--- src/rtl/rfc_pkg.sv ---
// ----------------------------------------------------------------------------
// rfc_pkg
// Shared types and constants for the range fold block: data widths, pipeline
// depth, register codes and the records that travel down the pipeline.
// ----------------------------------------------------------------------------
package rfc_pkg;

  localparam int DATA_W    = 32;
  localparam int DIV_STEPS = DATA_W;          // one quotient bit per stage
  localparam int REM_W     = DATA_W + 1;      // remainder is below 2*width
  localparam int MAG_W     = DATA_W + 1;      // count magnitude before clamping
  localparam int LATENCY   = DIV_STEPS + 4;   // accepting edge to result edge
  localparam int CFG_IDX_W = 1;

  localparam logic [MAG_W-1:0]  MAG_POS_LIMIT = MAG_W'(32'h7fff_ffff);
  localparam logic [MAG_W-1:0]  MAG_NEG_LIMIT = MAG_W'(32'h8000_0000);
  localparam logic [DATA_W-1:0] CNT_MAX       = 32'h7fff_ffff;
  localparam logic [DATA_W-1:0] CNT_MIN       = 32'h8000_0000;

  typedef enum logic [CFG_IDX_W-1:0] {
    REG_BOUND_FIRST  = 1'b0,
    REG_BOUND_SECOND = 1'b1
  } cfg_reg_t;

  typedef enum logic [1:0] {
    MODE_ZERO   = 2'd0,
    MODE_INSIDE = 2'd1,
    MODE_BELOW  = 2'd2,
    MODE_ABOVE  = 2'd3
  } mode_t;

  // ordered interval edges
  typedef struct packed {
    logic [DATA_W-1:0] lo;
    logic [DATA_W-1:0] hi;
  } bounds_t;

  // per-item context carried alongside the divider
  typedef struct packed {
    mode_t             mode;
    logic [DATA_W-1:0] base;
    logic [DATA_W-1:0] w;
  } item_t;

  // partial remainder and the shared dividend/quotient shift word
  typedef struct packed {
    logic [REM_W-1:0]  rem;
    logic [DATA_W-1:0] dq;
  } div_t;

endpackage

--- src/rtl/rfc_front.sv ---
// ----------------------------------------------------------------------------
// rfc_front
// Two entry stages: capture the sample with the ordered bounds, then classify
// it against the interval and form the distance to the near edge.
// ----------------------------------------------------------------------------
module rfc_front
  import rfc_pkg::*;
(
  input  logic              clk,
  input  logic              rst_n,
  input  logic              in_take,
  input  logic [DATA_W-1:0] sample,
  input  bounds_t           bounds,
  output logic              valid,
  output item_t             item,
  output div_t              div
);

  logic              s1_valid_r;
  logic [DATA_W-1:0] s1_x_r;
  bounds_t           s1_bounds_r;

  logic              s2_valid_r;
  item_t             s2_item_r, s2_item_nxt;
  logic [DATA_W-1:0] s2_dq_r, s2_dq_nxt;

  logic below, zero;

  always_ff @(posedge clk) begin
    if (!rst_n) begin
      s1_valid_r <= 1'b0;
    end else begin
      s1_valid_r <= in_take;
    end
  end

  always_ff @(posedge clk) begin
    s1_x_r      <= sample;
    s1_bounds_r <= bounds;
  end

  assign zero  = (s1_bounds_r.lo == s1_bounds_r.hi);
  assign below = $signed(s1_x_r) < $signed(s1_bounds_r.lo);

  always_comb begin
    s2_item_nxt.w    = s1_bounds_r.hi - s1_bounds_r.lo;
    s2_item_nxt.base = s1_bounds_r.lo;
    s2_dq_nxt        = '0;
    if (zero) begin
      s2_item_nxt.mode = MODE_ZERO;
    end else if (below) begin
      s2_item_nxt.mode = MODE_BELOW;
      s2_dq_nxt        = s1_bounds_r.lo - s1_x_r;
    end else if ($signed(s1_x_r) >= $signed(s1_bounds_r.hi)) begin
      s2_item_nxt.mode = MODE_ABOVE;
      s2_dq_nxt        = s1_x_r - s1_bounds_r.hi;
    end else begin
      // inside: pass the sample straight through
      s2_item_nxt.mode = MODE_INSIDE;
      s2_item_nxt.base = s1_x_r;
    end
  end

  always_ff @(posedge clk) begin
    if (!rst_n) begin
      s2_valid_r <= 1'b0;
    end else begin
      s2_valid_r <= s1_valid_r;
    end
  end

  always_ff @(posedge clk) begin
    s2_item_r <= s2_item_nxt;
    s2_dq_r   <= s2_dq_nxt;
  end

  assign valid    = s2_valid_r;
  assign item     = s2_item_r;
  assign div.rem  = '0;
  assign div.dq   = s2_dq_r;

endmodule

--- config.mk ---
export PLATFORM = sky130hd
export DESIGN_NAME = rfc_front
export DESIGN_NICKNAME = d
export VERILOG_FILES = /design/src/rtl/rfc_pkg.sv /design/src/rtl/rfc_front.sv
export SDC_FILE = /design/constraint.sdc
export NUM_CORES = 1
export LEC_CHECK = 0
export BUFFER_PORTS_ARGS = -buffer_cell sky130_fd_sc_hd__buf_2
export CAP_MARGIN = 20
export CORE_ASPECT_RATIO = 1.1
export CORE_MARGIN = 3
export CORE_UTILIZATION = 50
export CTS_CLUSTER_DIAMETER = 60
export DETAILED_ROUTE_END_ITERATION = 10
export GPL_TIMING_DRIVEN = 0
export MAX_ROUTING_LAYER = met4
export PLACE_DENSITY = 0.76
export SLEW_MARGIN = 0
export SYNTH_ARGS = -nofsm -noshare
export SYNTH_HDL_FRONTEND = slang
export SYNTH_SLANG_ARGS = --single-unit
--- constraint.sdc ---
create_clock -name clk -period 4.15 [get_ports clk]
set_clock_uncertainty 0.05 [all_clocks]
set_input_delay 0 -clock clk [delete_from_list [all_inputs] [get_ports clk]]
set_output_delay 0 -clock clk [all_outputs]
set_load 0.01 [all_outputs]
# --- Yosys cells after proc, flatten, opt, wreduce, memory -nomap -nowiden ---
# Cells that the tools add are included.
totals:
  ff_bits: 196
  in_bits: 99
  wordCells: 24
classes:
  add_sub_neg: 3
  n_lt_le_gt_ge: 2
  n_eq_ne: 1
  muxes: 7
  reduce_logical: 1
op_table:
  columns: ["cell", "n"]
  rows:
  - ["$mux W32", 5]
  - ["$sub A32 B32 Y32", 3]
  - ["$eq A32 B32 Y1", 1]
  - ["$ge A32 B32 Y1", 1]
  - ["$lt A32 B32 Y1", 1]
  - ["$mux W2", 2]
  - ["$reduce_or A2 Y1", 1]

# --- Depth between registers and ports, before layout ---
# Gate-level depths: netlist (run 1).
logic_depth:
  depth_word: 4
  ltp_mapped: 16
  mapped_depth_nobuf: 15

# --- Worst setup path after synthesis (run 1) ---
# Ideal clock, no wire load.
synth_path:
  kind: "flip-flop to flip-flop"
  startpoint: "register s1_x_r[0]"
  endpoint: "register s2_item_r, in the netlist item[63]"
  setup_ps: 123
  t_arrival_ps: 3111
  t_required_ps: 3977
  slack_ps: 865
  stages_incl_launch_ff: 16
  path_buffers: 0
  cell_sequence: "dfxtp_1 inv_1 ha_1 inv_1 fa_1 a21oi_1 o22ai_1 o21ai_2 a21oi_1 or3_1 a221oi_4 nor2_1 o21ai_2 nand2_2 nor3_4 mux2_1"
synth_lines:
  columns: ["element", "line", "rtl"]
  rows:
  - ["from (decl)", "rfc_front.sv:20", "logic [DATA_W-1:0] s1_x_r;"]
  - ["from (signal assigned)", "rfc_front.sv:38", "s1_x_r <= sample;"]
  - ["to (signal assigned)", "rfc_front.sv:73", "s2_item_r <= s2_item_nxt;"]
  - ["to (decl)", "rfc_front.sv:24", "item_t s2_item_r, s2_item_nxt;"]

# --- Worst setup path in the final report (run 1) ---
layout_path:
  startpoint: "register s1_x_r[7]"
  endpoint: "register s2_dq_r[11]"
layout_via:
  elab_chain_len: 3
  elab_cells_between_ends: 6
layout_lines:
  columns: ["element", "line", "rtl"]
  rows:
  - ["$sub A32 B32 Y32 or $ge A32 B32 Y1 (tied branches)", "rfc_front.sv:56, rfc_front.sv:54", null]
  - ["$mux W32", "rfc_front.sv:54", "end else if ($signed(s1_x_r) >= $signed(s1_bounds_r.hi)) begin"]
  - ["$mux W32 *", "rfc_front.sv:51", "end else if (below) begin"]
  - ["to (signal assigned)", "rfc_front.sv:74", "s2_dq_r <= s2_dq_nxt;"]
  - ["to (decl)", "rfc_front.sv:25", "logic [DATA_W-1:0] s2_dq_r, s2_dq_nxt;"]
# Mark *: on every way between the ends. The rest lies on a longest branch, timed or not.
# A chain may end at the register's enable or synchronous reset.

==> impl_results.md, run 1 <==
* Status: completed
* Crit path cell chain: inv_1 -> ha_1 -> clkbuf_1 -> nand2_1 -> or4_1 -> a21oi_2 -> a2111oi_0 -> o21ai_1 -> a21oi_1 -> o21ai_4 -> xor2_4 -> o21ai_2 -> clkbuf_2 -> o22ai_1
* Die area at roughly 0.023 sq mm
* Static leakage at around 6.8 nW
* RSZ-0062 raised after global routing: false
* Total power at roughly 0.0058 W
* Synth Instances at 1146
* Pwr dens at 422.2 mW/mm^2
* Initial antenna violation count at 1
* Syn Area/Cell at slightly above 9 sq um
* Largest net degree at the start of global routing at 18
* Clock latency on the worst-skew pair at 0.44 ns
* TritonCTS buffer count at 17
* DR pass1 iterations at 5
* Final hold slack at around 0.13 ns
* FF+latch count, synth at between 150 and 200
* Critical Path Max Stage Delay at 0.62 ns
* Fillcell total at approximately 1700
* Vias per inst at around 5.3
* Worst Path Required at approximately 4.4 ns
* Setup violations, final at 0
* # DRC at 0
* FMAX at between 200 and 300 MHz
* WL final at approximately 31 mm
* Slack of the critical path at approximately 0.22 ns
* Pins over their slew limit at 0
* DR iter-0 viols at a little under 700
* Critical Path Slowest Stage Cell: or4_1
* TNS Setup at 0 ns
* Fin crit period at about 4 ns
* GPL Wtd Cong at about 0.9
* Clock root buffer: clkbuf_16
* Actual slew at the worst max-slew pin at between 0.7 and 0.8 ns
* Initial Util at 0.5116
* DP HPWL at between 20 and 25 mm
* PortBufs at between 150 and 200
* Num ports at roughly 230
* Synth-to-layout area growth at 29.53%
* CTS tree: built
* HP Start: bounds[57]
* Asr flop ratio synth at 0
* Nets@finish at around 1700
* CTS H-Tree Depth at 4
* CP Capture Type: register
* Synth Warn # at 0
* First-pass GRT wire length at around 47 mm
* Wire per inst at approximately 18 um
* Post-Syn Area at ~0.011 sq mm
* Worst-path fanout max at 10
* Site Rows at between 50 and 60
* Most common cell after layout, fill and taps aside: buf_2
* Commonest register cell after synthesis: dfxtp_1
* Grt ovf at 0
* DRT antenna net count at 0
* Final hold vios at 0
* Setup WS pre-CTS at 0.009925 ns
* Number of synthesized flops with an enable pin at 0
* Core box area at just over 0.02 sq mm
* All-Layer GR Usage at 0.2758
* Number of global-route vias before repair at approximately 9100
* Die Height at between 150 and 200 um
* Rel. slew slack at 0.5079
* Die X at 144.6 um
* Clock slew at reported path FFs at ~0.08 ns
* Critical path class: reg -> reg
* Seq/Total Area, Yosys at 0.3715
* Synth cell types at 72
* Peak supply drop at about 0.0003 V
* Hold Crit Class: in -> reg
* Fin crit share at 0.9462
* Most frequent cells in the layout: 200 x buf_2, 196 x dfxtp_1, 126 x ha_1
* Worst EP arrival at 4.22 ns
* Critical Path Source: s1_x_r[7]$_DFF_P_
* Max-cap viol count at 0
* Layout cells sized above 1 at 0.1951
* DR vias at ~9300
* Num Clock Sinks at between 150 and 200
* Worst R2R Start: s1_x_r[7]$_DFF_P_
* Max clock buf depth at 2
* Startpoint Class: register
## per-stage QoR
| step | std cells | area (sq um) | utilization |
|---|---|---|---|
| final | 1769 | 13680 | 0.6627 |
| after global routing | 1769 | 13680 | 0.6627 |
| after CTS | 1763 | 13630 | 0.6604 |
| after detailed placement | 1632 | 12000 | 0.5813 |
| after global placement | 1631 | 11990 | 0.5807 |
| after floorplan | 1178 | 10680 | - |
## kinds of logic (layout without fill, tap and decap cells)
group / Yosys count / count (layout) / share of synthesized area
flops: 196 / 196 / 0.3715
simple gates: 211 / 211 / 0.09940
other cells: 1 / 34 / 0.0003551
buf+inv: 181 / 515 / 0.07925
compound gates: 314 / 314 / 0.1942
mux: 33 / 33 / 0.03139
fa+ha+maj: 129 / 129 / 0.1550
xor+xnor: 81 / 81 / 0.06895
## path summary, 6_finish.rpt
| check | depth (start not counted) | to | slack (ns) |
|---|---|---|---|
| worst max-delay path | 14 | s2_dq_r[11]$_SDFF_PP0_ | 0.22 |
| worst min-delay path | 2 | s1_bounds_r[57]$_DFF_P_ | 0.13 |
| worst max register to register | 14 | s2_dq_r[11]$_SDFF_PP0_ | 0.22 |
| worst min register to register | 1 | valid$_SDFF_PN0_ | 0.39 |
## flip-flops by register name, summed over array words and instances (netlist names)
name         count
s2_dq_r         32
valid            1
s1_bounds_r     64
s1_valid_r       1
s1_x_r          32
item            66
## cells in the mapped netlist, types with 4 or more instances
master / count / area [sq um]
nand4_1: 12 / 75.07
and3_1: 5 / 31.28
a22oi_1: 4 / 30.03
a21o_1: 44 / 330.3
or3_1: 6 / 37.54
nor2_1: 53 / 198.9
xnor2_1: 50 / 437.9
o21bai_1: 15 / 112.6
o22ai_1: 23 / 143.9
a21oi_1: 95 / 475.5
mux2i_1: 32 / 320.3
buf_4: 35 / 262.8
and2_1: 8 / 50.05
nand2_1: 52 / 195.2
o211ai_1: 6 / 45.04
a221oi_1: 6 / 52.55
ha_1: 126 / 1577
nand3_1: 18 / 90.09
o21ai_0: 43 / 215.2
a31oi_1: 4 / 25.02
xor2_1: 30 / 262.8
and4_1: 4 / 35.03
inv_1: 125 / 469.2
nand2b_1: 8 / 50.05
o21a_1: 12 / 90.09
a211oi_1: 8 / 60.06
clkbuf_1: 15 / 56.30
dfxtp_1: 196 / 3924
o21ai_1: 11 / 55.05
nor3_1: 16 / 80.08
nor2b_1: 13 / 81.33
## layout make-up
cell class | count | area (sq um) | area share
multi-input combinational | 801 | 5934 | 0.4338
sequential | 196 | 3924 | 0.2868
timing repair buffer | 302 | 2022 | 0.1478
inverter | 125 | 469.2 | 0.03430
clock buffer | 19 | 442.9 | 0.03238
buffer | 56 | 369.1 | 0.02698
tap | 256 | 320.3 | 0.02341
clock inverter | 13 | 196.4 | 0.01436
antenna | 1 | 2.502 | 0.0001829
## routing by layer
layer  wire, um  track usage
met2      15520       0.4791
met3       1929      0.04866
met4        941      0.08929
met1      13010       0.3233
met5          0            -
## where the power goes
group          internal [W]  total, W  switching [W]
registers           0.00215   0.00226       0.000110
clock network       0.00104   0.00182       0.000779
logic              0.000739   0.00170       0.000961
total               0.00393   0.00578        0.00185
## worst max-delay path, delay by kind of cell (launching register included)
kind,cells,cell delay [ns]
compound gates,7,1.41
simple gates,2,0.77
buf+inv,3,0.66
flops,1,0.37
xor+xnor,1,0.29
fa+ha+maj,1,0.27
## repair_timing
action                     in CTS  in global routing
hold endpoints to repair       98                  0
resized for setup               1                  2
hold buffers                   99                  0
setup endpoints to repair       1                 57
setup buffers                   0                  5
pin swaps                       0                  1
Power figures use the tool's default switching activity.
==> run 2, diff against run 1 <==
- PLACE_DENSITY: 0.76 -> 0.77
- clock period: 4.15 -> 3.35 ns (I/O delays scaled with it)
==> impl_results.md, run 2 (synthesis results as in run 1) <==
* Core box area at roughly 0.021 sq mm
* Die Height at 158.4 um
* Pins over their slew limit at 0
* Setup violations, final at 21
* Clock latency on the worst-skew pair at ~0.46 ns
* R2R setup slack at -0.13 ns
* Critical path buffers and inverters at 1
* Max-cap viol count at 0
* Most common cell after layout, fill and taps aside: buf_2
* Failing checks: setup timing
* Fin crit period at approximately 3.5 ns
* WL final at roughly 34 mm
* Startpoint Class: register
* First-pass GRT wire length at approximately 50 mm
* CTS H-Tree Depth at 4
* Num Clock Sinks at ~200
* Number of global-route vias before repair at 9648
* Vias per inst at approximately 5.5
* Crit path cell chain: inv_2 -> ha_4 -> fa_2 -> nor2b_4 -> o31a_1 -> o21ai_2 -> a2111oi_4 -> o41ai_2 -> and2_4 -> o221ai_2 -> a21o_1 -> a41oi_2 -> xor2_2 -> o22ai_2
* Clock root buffer: clkbuf_16
* # DRC at 0
* DR vias at slightly below 10000
* Static leakage at between 7 and 8 nW
* Worst EP arrival at approximately 3.8 ns
* GPL Wtd Cong at between 0.9 and 1
* DR iter-0 viols at around 720
* Slack of the critical path at -0.1273 ns
* Final hold vios at 0
* Wire per inst at around 19 um
* Status: finished with violations
* Critical Path Slowest Stage Cell: a2111oi_4
* Final Core Density at 0.7220
* Setup WS pre-CTS at -0.8115 ns
* Most frequent cells in the layout: 197 x buf_2, 183 x dfxtp_1, 120 x inv_1
* Peak supply drop at approximately 0.00038 V
* CTS tree: built
* Worst-path fanout max at 3
* Layout cells sized above 1 at 0.2992
* FMAX at about 290 MHz
* Critical Path Source: s1_bounds_r[32]$_DFF_P_
* CP Capture Type: register
* Clock slew at reported path FFs at approximately 0.09 ns
* Max clock buf depth at 2
* DR pass1 iterations at 5
* Pwr dens at 501.4 mW/mm^2
* Worst R2R Start: s1_bounds_r[32]$_DFF_P_
* Grt ovf at 0
* Worst Path Required at about 3.7 ns
* Die area at about 0.023 sq mm
* Critical Path Max Stage Delay at 0.47 ns
* Site Rows at between 50 and 60
* Actual slew at the worst max-slew pin at about 1 ns
* Synth-to-layout area growth at 41.13%
* Fin crit share at 1.038
* PortBufs at 197
* WHS Path Cells at 2
* Nets@finish at between 1500 and 2000
* Initial Util at 0.5116
* Rel. slew slack at 0.3288
* RSZ-0062 raised after global routing: true
* DP HPWL at ~23 mm
* TritonCTS buffer count at 17
* Number of flip-flops in the largest register at 66
* Die X at ~140 um
* Ant diodes at 0
* Num ports at 231
* Fillcell total at 1453
* Worst Reg-to-Reg Cells at 14
* HP Start: bounds[5]
* Critical path class: reg -> reg
* Crit-path leading delay family: compound AO/OA/AOI/OAI gates
* Largest net degree at the start of global routing at 19
* All-Layer GR Usage at 0.2889
* Initial antenna violation count at 0
* Reg2reg end: s2_dq_r[24]$_SDFF_PP0_
* Hold EP: s1_bounds_r[5]$_DFF_P_
* DRT antenna net count at 0
* Hold Crit Class: in -> reg
-- run 2: cell count changes in the layout (fill, tap and decap cells not counted), sizes merged --
cell,change
inv,+2
clkbuf,-9
diode,-1
bufinv,-2
clkinvlp,+1
buf,+50
-- run 2: metal layers --
| layer | track usage | wire, um | vias to the layer above |
|---|---|---|---|
| met5 | - | 0 | - |
| met4 | 0.1106 | 1453 | 0 |
| met3 | 0.04296 | 2057 | 105 |
| met2 | 0.5054 | 17320 | 434 |
| met1 | 0.3336 | 13480 | 4679 |
| li1 | - | - | 4721 |
-- run 2: area by class of cell --
class | count | area (sq um) | share of cell area
sequential | 196 | 3943 | 0.2645
clock inverter | 14 | 163.9 | 0.01100
clock buffer | 18 | 439.2 | 0.02946
timing repair buffer | 353 | 2497 | 0.1675
multi-input combinational | 801 | 6671 | 0.4476
inverter | 125 | 469.2 | 0.03148
buffer | 47 | 401.6 | 0.02695
tap | 256 | 320.3 | 0.02149
-- run 2: power by group --
part           internal, W  switching, W  total [W]
Sequential         0.00266      0.000145    0.00281
Combinational      0.00118       0.00136    0.00254
Clock              0.00114      0.000983    0.00213
Total              0.00499       0.00249    0.00747
-- run 2: how the worst max path moves through the flow --
| stage | end | slack [ns] | cells past startpoint |
|---|---|---|---|
| CTS | item[46]$_DFF_P_ | -0.06 | 18 |
| global route | item[37]$_DFF_P_ | -0.20 | 17 |
| finish | s2_dq_r[24]$_SDFF_PP0_ | -0.13 | 14 |
| detailed placement | s2_dq_r[11]$_SDFF_PP0_ | -0.81 | 14 |
| global placement | s2_dq_r[26]$_SDFF_PP0_ | -0.73 | 14 |
| floorplan | item[63]$_DFF_P_ | 0.07 | 15 |
-- run 2: repair_timing --
item,CTS,global route
pin swaps,24,34
resized for setup,97,92
buffers inserted,35,19
endpoints found under the hold margin,98,0
gates cloned,2,1
setup endpoints to repair,70,69
hold buffers,99,0
-- run 2: through the flow --
stage	instances	hold slack [ns]	instance area, sq um	setup TNS [ns]	total power [W]
6_report	1810	0.1187	14910	-0.6747	0.007474
5_1_grt	1810	0.1404	14910	-5.510	0.007784
4_1_cts	1793	0.1158	14330	-0.2106	0.007226
3_5_place_dp	1631	0.05358	11990	-39.42	0.004792
3_3_place_gp	1631	0.05291	11990	-35.01	0.004771
2_1_floorplan	1178	-0.02228	10680	0	0.004087
==> run 3, diff against run 2 <==
- CTS_BUF_LIST: unset -> sky130_fd_sc_hd__clkbuf_8
==> impl_results.md, run 3 (synthesis results as in run 1) <==
* Site Rows at 55
* Worst EP arrival at 3.82 ns
* Met2 Use GR at 0.4937
* All-Layer GR Usage at 0.2840
* Vias per inst at 5.439
* Fin crit period at 3.466 ns
* Flop pwr share at 0.404
* CP Capture Type: register
* Placed cell areas at between 0.01 and 0.015 sq mm
* CTS H-Tree Depth at 4
* TritonCTS buffer count at 17
* Total internal power at ~0.0045 W
* Power share of the clock group at 0.234
* Num ports at roughly 230
* Worst-path fanout max at 5
* Critical path buffers and inverters at 5
* Worst R2R Start: s1_x_r[0]$_DFF_P_
* Actual slew at the worst max-slew pin at approximately 1.1 ns
* Die Height at between 150 and 200 um
* WL final at between 30 and 40 mm
* DP HPWL at ~23 mm
* Num Clock Sinks at about 200
* Final hold vios at 0
* Largest net degree at the start of global routing at 19
* Clock slew at reported path FFs at roughly 0.11 ns
* Crit path cell chain: inv_2 -> ha_4 -> inv_2 -> fa_2 -> a21oi_4 -> o22ai_2 -> o21ai_2 -> a21oi_2 -> or3_4 -> a221oi_4 -> nor2_2 -> o21ai_2 -> nand2_2 -> nor3_4 -> buf_6 -> buf_12 -> buf_12 -> mux2i_4
* Critical Path Source: s1_x_r[0]$_DFF_P_
* Core box area at 0.02064 sq mm
* Clock latency on the worst-skew pair at approximately 0.50 ns
* Switching share of total power at 0.3476
* Hold Crit Class: in -> reg
* Pwr dens at 473.8 mW/mm^2
* Critical path class: reg -> reg
* Worst Reg-to-Reg Cells at 18
* Final hold slack at a little over 0.07 ns
* Number of flip-flops in the largest register at 66
* Slack of the critical path at -0.1161 ns
* PortBufs at about 200
* Number of global-route vias before repair at between 9000 and 10000
* Die X at between 100 and 150 um
* Synth-to-layout area growth at 38.91%
* Startpoint Class: register
* Max-cap viol count at 0
* GRT busiest layer: met2
* Grt ovf at 0
* RSZ-0062 raised after global routing: true
* Met1 usage at 0.3292
* Pins over their slew limit at 0
* TNS Setup at -0.6418 ns
* Initial Util at 0.5116
* Final Core Density at 0.7106
* Hold EP: s1_x_r[23]$_DFF_P_
* WHS Path Cells at 2
* Static leakage at between 6 and 7 nW
* GRT met3 Usage at 0.04566
* P_sw at approximately 0.0024 W
* Clock root buffer: clkbuf_8
* Die area at about 0.023 sq mm
* Peak supply drop at roughly 0.00028 V
* Fillcell total at 1508
* Final instance area at between 0.01 and 0.015 sq mm
* Rel. slew slack at 0.2853
* Max clock buf depth at 2
* Setup violations, final at 14
* Wire per inst at 18.51 um
* Reg2reg end: item[38]$_DFF_P_
* GPL Wtd Cong at a little over 0.9
* Worst Path Required at roughly 3.7 ns
* Most common cell after layout, fill and taps aside: buf_2
* Crit-path leading delay family: compound AO/OA/AOI/OAI gates
* HP Start: sample[23]
* DRT antenna net count at 0
* Critical Path Slowest Stage Cell: fa_2
* CTS tree: built
* # DRC at 0
* Most frequent cells in the layout: 198 x buf_2, 181 x dfxtp_1, 121 x inv_1
* Critical Path Max Stage Delay at roughly 0.37 ns
* Initial antenna violation count at 1
* DR vias at between 9000 and 10000
* Combinational power share at 0.362
* DR iter-0 viols at between 700 and 800
* Fin crit share at 1.035
* Nets@finish at between 1500 and 2000
* DR pass1 iterations at 7
* Layout cells sized above 1 at 0.2990
* Status: finished with violations
* FMAX at between 200 and 300 MHz
* Failing checks: setup timing
* First-pass GRT wire length at between 40 and 50 mm
* R2R setup slack at -0.12 ns
run 3: cell types whose count changed in the layout (fill, tap and decap cells not counted), sizes merged:
cell	before	now
clkbuf	25	26
buf	294	291
diode	0	1
run 3: worst max path at each step:
stage,to,slack (ns),depth (start not counted)
after floorplan,item[63]$_DFF_P_,0.07,15
after global placement,s2_dq_r[26]$_SDFF_PP0_,-0.73,14
after detailed placement,s2_dq_r[11]$_SDFF_PP0_,-0.81,14
after CTS,item[35]$_DFF_P_,-0.05,17
after global routing,item[38]$_DFF_P_,-0.24,18
final,item[38]$_DFF_P_,-0.12,18
run 3: final cells by class:
class / count / area [sq um] / share of cell area
Tap cell: 256 / 320.3 / 0.02183
Clock inverter: 14 / 163.9 / 0.01117
Clock buffer: 18 / 247.7 / 0.01689
Antenna cell: 1 / 2.502 / 0.0001706
Inverter: 125 / 469.2 / 0.03198
Multi-Input combinational cell: 801 / 6671 / 0.4548
Buffer: 48 / 387.9 / 0.02644
Timing Repair Buffer: 350 / 2460 / 0.1677
Sequential cell: 196 / 3948 / 0.2691
run 3: repair_timing:
item | in CTS | in global routing
buffers inserted | 34 | 19
hold buffers | 99 | 0
hold endpoints to repair | 98 | 0
endpoints found under the setup margin | 70 | 70
cloned | 1 | 1
pin swaps | 25 | 35
gates resized for setup | 95 | 87
run 3: stage by stage:
step | power (W) | setup WS [ns] | cells
final | 0.006951 | -0.1161 | 1809
after global placement | 0.004771 | -0.7331 | 1631
after floorplan | 0.004087 | 0.06531 | 1178
after detailed placement | 0.004792 | -0.8115 | 1631
after CTS | 0.006709 | -0.05067 | 1791
after global routing | 0.007257 | -0.2371 | 1809
run 3: metal layers:
metal,up-vias,share of wire
met5,-,0
met4,0,0.036
met3,83,0.057
met2,397,0.50
met1,4646,0.40
li1,4714,-
run 3: power by group through the flow:
stage,clock [W],sequential [W],combinational (W)
final,0.00163,0.00281,0.00252
after detailed placement,0,0.00284,0.00195
after CTS,0.00164,0.00280,0.00227
after floorplan,0,0.00295,0.00113
after global routing,0.00172,0.00283,0.00270
after global placement,0,0.00284,0.00193
